## src/trt_pkg.sv

```systemverilog
`timescale 1ns / 1ps

package trt_pkg;

  localparam int unsigned MAP_AW    = 16;
  localparam int unsigned DEFORM_AW = 8;
  localparam int unsigned OUT_DEPTH = 4;

  typedef enum logic [1:0] {
    CMD_PIXEL     = 2'd0,
    CMD_MAP_WR    = 2'd1,
    CMD_DEFORM_WR = 2'd2
  } cmd_t;

  localparam logic REG_SCROLL_X = 1'b0;
  localparam logic REG_SCROLL_Y = 1'b1;

  // One item on its way from the deform lookup to the texture access.
  typedef struct packed {
    logic        pix;
    logic        map_we;
    logic [15:0] word;
    logic [7:0]  img;
    logic [15:0] widx;
    logic [7:0]  wbyte;
  } s1_t;

endpackage

```

## src/trt_out_fifo.sv

```systemverilog
`timescale 1ns / 1ps

module trt_out_fifo (
  input  logic       clk,
  input  logic       rst,
  input  logic       push,
  input  logic [7:0] push_data,
  input  logic       pop,
  output logic       not_empty,
  output logic [7:0] head,
  output logic [$clog2(trt_pkg::OUT_DEPTH):0] count
);
  import trt_pkg::*;

  localparam int unsigned PW = $clog2(OUT_DEPTH);

  logic [7:0]  buf_mem [0:OUT_DEPTH-1];
  logic [PW-1:0] wr_ptr;
  logic [PW-1:0] rd_ptr;
  logic [PW:0]   count_next;

  assign not_empty = (count != '0);
  assign head      = buf_mem[rd_ptr];

  always_comb begin
    count_next = count;
    if (push && !pop) begin
      count_next = count + 1'b1;
    end else if (pop && !push) begin
      count_next = count - 1'b1;
    end
  end

  always_ff @(posedge clk) begin
    if (rst) begin
      wr_ptr <= '0;
      rd_ptr <= '0;
      count  <= '0;
    end else begin
      if (push) begin
        wr_ptr <= wr_ptr + 1'b1;
      end
      if (pop) begin
        rd_ptr <= rd_ptr + 1'b1;
      end
      count <= count_next;
    end
  end

  always_ff @(posedge clk) begin
    if (push) begin
      buf_mem[wr_ptr] <= push_data;
    end
  end

endmodule

```

## config.mk

```make
export PLATFORM = sky130hd
export DESIGN_NAME = trt_out_fifo
export DESIGN_NICKNAME = d
export VERILOG_FILES = /design/src/trt_pkg.sv /design/src/trt_out_fifo.sv
export SDC_FILE = /design/constraint.sdc
export NUM_CORES = 1
export LEC_CHECK = 0
export ABC_AREA = 1
export ABC_CLOCK_PERIOD_IN_PS = 1200
export BUFFER_PORTS_ARGS = -buffer_cell sky130_fd_sc_hd__buf_2
export CAP_MARGIN = 20
export CORE_UTILIZATION = 25
export CTS_CLUSTER_DIAMETER = 120
export DETAILED_ROUTE_END_ITERATION = 16
export GPL_ROUTABILITY_DRIVEN = 0
export PLACE_DENSITY = 0.41
export RECOVER_POWER = 25
export REMOVE_ABC_BUFFERS = 1
export SYNTH_ARGS = -nofsm -noshare
export SYNTH_HDL_FRONTEND = slang
export SYNTH_SLANG_ARGS = --single-unit
```

## constraint.sdc

```tcl
create_clock -name clk -period 1.2 [get_ports clk]
set_clock_uncertainty 0.1 [all_clocks]
set_input_delay 0 -clock clk [delete_from_list [all_inputs] [get_ports clk]]
set_output_delay 0 -clock clk [all_outputs]
set_load 0.005 [all_outputs]
```

==> results of run 1 <==
-- per-layer routing --
layer	wire length, um	share of wire [%]
met5	0	0
met1	1540	45
met3	134	3.9
met2	1720	50
met4	40	1.2
-- logic make-up after synthesis --
group / after synthesis
fa+ha+maj: 6
flops: 41
buf+inv: 20
compound gates: 34
simple gates: 34
-- power breakdown --
| group | internal [W] | leakage, nW | switching (W) |
|---|---|---|---|
| sequential | 0.00161 | 0.372 | 0.0000491 |
| combinational | 0.000261 | 0.528 | 0.000253 |
| clock | 0.000401 | 0.0439 | 0.000467 |
| total | 0.00227 | 0.944 | 0.000769 |
-- how the worst min path moves through the flow --
stage                      start            end  slack [ns]  cells after the start
floorplan           push_data[0]  buf_mem[0][0]      -0.001                      0
global placement    push_data[4]  buf_mem[3][4]        0.12                      1
detailed placement  push_data[4]  buf_mem[3][4]        0.12                      1
CTS                          pop      flip-flop       0.007                      4
global route                 pop      flip-flop        0.04                      5
finish                       pop      rd_ptr[0]        0.02                      4
-- registers in the layout (all words and copies together), names as in the netlist, named ones only --
signal,flops
count,3
buf_mem,32
wr_ptr,2
rd_ptr,2
-- metrics by stage --
stage	cells	setup slack [ns]
final	276	-0.107
after global routing	276	-0.179
after CTS	275	-0.124
after detailed placement	256	-0.162
after global placement	256	-0.0434
after floorplan	133	-0.0416
-- cells in the mapped netlist --
cell type,instances
nand4_1,1
nand3_1,1
inv_1,17
o21ai_2,2
a21oi_1,4
inv_2,1
nand2_1,10
o22ai_1,8
ha_1,5
edfxtp_1,32
buf_6,2
nor2_2,3
o21ai_1,2
dfxtp_1,9
fa_1,1
o21ai_0,18
nor2_1,19
-- final cells by class --
type | instances | area share, %
clock inverters | 3 | 0.735
multi-input cells | 74 | 21.4
inverters | 18 | 3.47
flip-flops and latches | 41 | 48.6
well taps | 77 | 4.04
clock buffers | 5 | 2.89
repair buffers | 58 | 18.8
-- what timing repair did --
item / 4_1_cts / 5_1_grt
gates cloned: 0 / 0
buffers inserted: 1 / 1
pin swaps: 4 / 7
hold buffers: 10 / 0
gates resized for setup: 42 / 29
endpoints found under the hold margin: 40 / 0
setup endpoints to repair: 34 / 42
-- worst reg2reg max path: cells and delay by family, from the launching register on --
family                     cells  cell delay (ns)
adders and majority gates      1             0.39
and+or+nand+nor                4             0.27
DFF                            1             0.34
buffers and inverters          1             0.09
==> results by group, run 1 <==
Status
  – Status: finished, violations left
  – Failing checks: setup timing

STA
  – RSZ-0062 raised after global routing: yes
  – Setup TNS: -0.720 ns
  – Tcrit/Tclk final: 109%
  – Hold Vio Cnt, Final: 0
  – Final WS setup: -0.107 ns
  – WHS: 0.0207 ns
  – Worst-Margin Slew: 0.247 ns
  – Final Max Slew Viols: 0
  – Minimum clock period: 1.31 ns
  – FMAX: 765 MHz
  – Final count of negative-setup-slack endpoints: 9
  – Max_slew headroom: 83.4%

Cells and area
  – Commonest non-fill, non-tap cell in the layout: edfxtp_1
  – Synthesis-to-layout area growth: 45.2%
  – Fin nets: 216
  – Share of cells above drive strength 1: 45.7%
  – Most frequent cells in the layout: edfxtp_1, buf_2, nor2_1
  – FF/Latch Area: 1160 um2
  – Final core utilization: 37.5%
  – Area used by multi-input combinational logic: 510 um2
  – Number of antenna diodes: 0
  – Finished Cell Area: 2380 um2
  – Fillcell total: 615

Critical path
  – FF-to-FF End: count[2]
  – Max incr delay on CP: 0.38 ns
  – Setup crit start kind: flip-flop
  – CP Class: reg2out
  – CP endpoint kind: primary output
  – CP arrival: 1.21 ns
  – Critical path depth in cells: 5
  – Critical-path cell list: buf_6, buf_4, nor2_2, o22ai_1, buf_2
  – CP Max Fanout: 6
  – Crit-path slowest cell: dfxtp_4
  – R2R Setup Slk: -0.03 ns
  – Reg-to-Reg Start: count[1]
  – Worst Setup EP: head[4]
  – Crit path max-delay family: buffers and inverters
  – Worst path buffer plus inverter count: 3
  – CP required: 1.10 ns
  – Worst reg2reg path depth: 6

Placement
  – I/O Buffers: 23
  – DP HPWL: 2.55 mm
  – Placed Area: 2000 um2

Job
  – Max-cap viol count: 0

CTS
  – Clock transition at path regs: 0.08 ns
  – CTS tree: done
  – CTS Root Cell: clkbuf_8
  – CTS buffer count: 5
  – Htree depth: 2
  – CTS Buffer Depth: 2
  – Clk_lat worst skew: 0.29 ns
  – CTS sink cnt: 41

Logic synthesis
  – Ranking of synthesized cells by area: edfxtp_1, dfxtp_1, o21ai_0, nor2_1, inv_1
  – Sequential element share of the synthesized area: 69.6%
  – Adder-Cell Fraction of Synth Area: 5.03%
  – Post-synthesis mux area share: 0%
  – Register bit total from synthesis: 41
  – Compound-Gate Fraction of Synth Area: 11.4%
  – Yosys warns: 0
  – Synth Area per Inst: 12.2 um2
  – Syn Inst Count: 135
  – Post-synthesis xor/xnor area fraction: 0%
  – Number of library cell types mapped by synthesis: 17
  – Simple-gate share of the synthesized area: 8.47%
  – Synthesized area: 1640 um2
  – Top-area cell type share of the netlist area: 58.6%
  – Largest family of logic cells by synthesized area: compound AO/OA/AOI/OAI gates
  – Area leader, netlist: edfxtp_1

Detailed routing
  – Drt wl/cell: 12.5 um
  – Avg Vias per Cell: 4.24
  – 1st-iter DRT viols: 18
  – Drt first pass iters: 2
  – DRT Wirelength: 3.44 mm
  – Via count: 1171
  – DR DRC count: 0
  – Antenna viol nets, final: 0

Pwr
  – PwrDens: 1280 nW/um2
  – Worst vdd ir: 0.000525 V
  – Cell leakage power: 0.944 nW
  – Final total power: 0.00304 W

GRT
  – Largest net degree at the start of global routing: 14
  – GR Util met3: 3.38%
  – Met1 Use GR: 11.9%
  – Vias in the first global route: 1182
  – GRT Overall Usage: 10.6%
  – Total gr overflow: 0
  – First-pass GRT wire length: 5.59 mm
  – Antenna violations before repair: 0
  – GR Util met2: 19.0%
  – Most Crowded Layer GR: met2

Floorplanning
  – Initial core utilization: 25.8%
  – IO Count: 24
  – Die H: 83 um
  – Std-Cell Rows: 29
  – Std-Cell Core Area: 6350 um2
  – Die Area: 6890 um2
  – Die Span X: 83 um

Worst hold path
  – HP Class: in2reg
Note: power is estimated with default switching activity, not from simulation.
==> run 2, diff against run 1 <==
--- a/config.mk
+++ b/config.mk
@@ -16,6 +16,7 @@
 export PLACE_DENSITY = 0.41
 export RECOVER_POWER = 25
 export REMOVE_ABC_BUFFERS = 1
+export SETUP_SLACK_MARGIN = 0.15
 export SYNTH_ARGS = -nofsm -noshare
 export SYNTH_HDL_FRONTEND = slang
 export SYNTH_SLANG_ARGS = --single-unit
==> results by group, run 2 (synthesis gave the netlist of run 1 again) <==
Status
  – Status: finished, violations left
  – Failing checks: setup timing

Pwr
  – Net Sw Frac: 25.4% (+0.059 points)
  – Internal power: 0.00231 W (+1.6%)
  – Combinational group share of total power: 18.3% (+1.4 points)
  – Clock power share: 28.0% (-0.6 points)
  – PwrDens: 1260 nW/um2 (-1.2%)
  – Flop pwr share: 53.7% (-0.8 points)
  – Worst vdd ir: 0.000568 V (+8.3%)
  – Switching power: 0.000784 W (+2.0%)
  – Cell leakage power: 0.969 nW (+2.7%)
  – Final total power: 0.00309 W (+1.7%)

GRT
  – GRT Overall Usage: 10.8% (+0.18 points)
  – Largest net degree at the start of global routing: 14 (unchanged)
  – First-pass GRT wire length: 5.72 mm (+2.3%)
  – Antenna violations before repair: 0 (unchanged)
  – Vias in the first global route: 1209 (+2.3%)
  – Total gr overflow: 0 (unchanged)

Detailed routing
  – 1st-iter DRT viols: 20 (+2)
  – DR DRC count: 0 (unchanged)
  – Avg Vias per Cell: 4.22 (-0.65%)
  – DRT Wirelength: 3.47 mm (+0.81%)
  – Antenna viol nets, final: 0 (unchanged)
  – Drt first pass iters: 2 (unchanged)
  – Drt wl/cell: 12.4 um (-0.27%)
  – Via count: 1176 (+0.43%)

Cells and area
  – Most frequent cells in the layout: edfxtp_1, buf_2, buf_6
  – Reg with most FFs: buf_mem
  – Fillcell total: 614 (-0.16%)
  – Fin nets: 219 (+1.4%)
  – Max reg flops: 32 (unchanged)
  – Share of cells above drive strength 1: 49.5% (+3.8 points)
  – Synthesis-to-layout area growth: 49.5%
  – Non-filler cells, final: 279 (+1.1%)
  – Finished Cell Area: 2450 um2 (+2.9%)
  – Number of antenna diodes: 0 (unchanged)
  – Commonest non-fill, non-tap cell in the layout: edfxtp_1
  – Top flop regs: buf_mem (32), count (3)

Placement
  – Worst slack, placed: -0.162 ns (unchanged)
  – DP HPWL: 2.55 mm (unchanged)
  – I/O Buffers: 23 (unchanged)
  – Placed Area: 2000 um2 (unchanged)
  – Placed cell count: 256 (unchanged)

Job
  – Max-cap viol count: 0 (unchanged)

STA
  – Max_slew headroom: 83.3% (about the same)
  – Final count of negative-setup-slack endpoints: 9 (unchanged)
  – Final Max Slew Viols: 0 (unchanged)
  – RSZ-0062 raised after global routing: yes
  – Hold Vio Cnt, Final: 0 (unchanged)
  – Tcrit/Tclk final: 109% (about the same)
  – Final WS setup: -0.107 ns (-0.0000480 ns)
  – Worst-Margin Slew: 0.247 ns (+0.000129 ns)
  – Setup TNS: -0.722 ns (-0.00182 ns)
  – FMAX: 765 MHz (about the same)
  – Minimum clock period: 1.31 ns (+0.0000480 ns)

Floorplanning
  – IO Count: 24 (unchanged)
  – Die H: 83 um (unchanged)
  – Die Span X: 83 um (unchanged)
  – Std-Cell Core Area: 6350 um2 (unchanged)
  – Initial core utilization: 25.8% (unchanged)
  – Std-Cell Rows: 29 (unchanged)
  – Die Area: 6890 um2 (unchanged)

Worst hold path
  – HP Class: in2reg

CTS
  – Clock transition at path regs: 0.08 ns (about the same)
  – CTS tree: done
  – CTS buffer count: 5 (unchanged)
  – CTS sink cnt: 41 (unchanged)
  – CTS Buffer Depth: 2 (unchanged)
  – CTS Root Cell: clkbuf_8
  – Htree depth: 2 (unchanged)
  – Clk_lat worst skew: 0.29 ns (about the same)

Critical path
  – CP required: 1.10 ns (about the same)
  – CP endpoint kind: primary output
  – CP Class: reg2out
  – Setup crit start kind: flip-flop
  – CP Max Fanout: 6 (unchanged)
  – CP arrival: 1.21 ns (about the same)
run 2: changes by cell type in the layout (fill, tap and decap cells not counted), sizes merged:
cell / delta
buf: +3
run 2: final timing paths:
path,startpoint,to,slack (ns),cells past startpoint
setup reg to reg,count[1],count[2],-0.03,6
hold / removal,pop,rd_ptr[0],0.03,4
hold reg to reg,rd_ptr[1],flip-flop,0.37,1
setup / recovery,flip-flop,head[4],-0.11,5
run 2: layout make-up:
type                            instances  area [um2]  share of cell area (%)
Clock buffer                            5        68.8                    2.81
Clock inverter                          3        17.5                   0.714
Inverter                               18        85.1                    3.47
Multi-Input combinational cell         74         527                    21.5
Sequential cell                        41        1160                    47.2
Tap cell                               77        96.3                    3.93
Timing Repair Buffer                   61         499                    20.4
run 2: per-layer routing:
metal	up-vias	part of all wire, %	global-route usage [%]
met4	0	1.2	3.29
met5	-	0	0
met1	547	45	12.1
met2	24	50	19.4
li1	600	-	-
met3	5	3.9	3.28
run 2: repair_timing:
action,4_1_cts,5_1_grt
cloned,0,0
resized for setup,74,13
hold endpoints to repair,39,0
pin swaps,13,5
setup buffers,4,1
setup endpoints to repair,44,46
hold buffers,10,0
run 2: per-stage QoR:
stage | util (%) | hold slack (ns)
floorplan | - | -0.00113
global placement | 31.5 | 0.119
detailed placement | 31.5 | 0.118
CTS | 37.9 | 0.00720
global route | 38.6 | 0.0525
finish | 38.6 | 0.0262
run 2: power by group through the flow:
stage	combinational, W	clock (W)	sequential (W)
after floorplan	0.000172	0	0.00168
after global placement	0.000392	0	0.00167
after detailed placement	0.000409	0	0.00167
after CTS	0.000542	0.000907	0.00166
after global routing	0.000623	0.000965	0.00167
final	0.000566	0.000865	0.00166
run 2: critical path, cell delays in order, from the launching register on:
cell and delay [ns]:
dfxtp_4 0.38, buf_6 0.14, buf_4 0.13, nor2_2 0.07, o22ai_1 0.06, buf_2 0.13
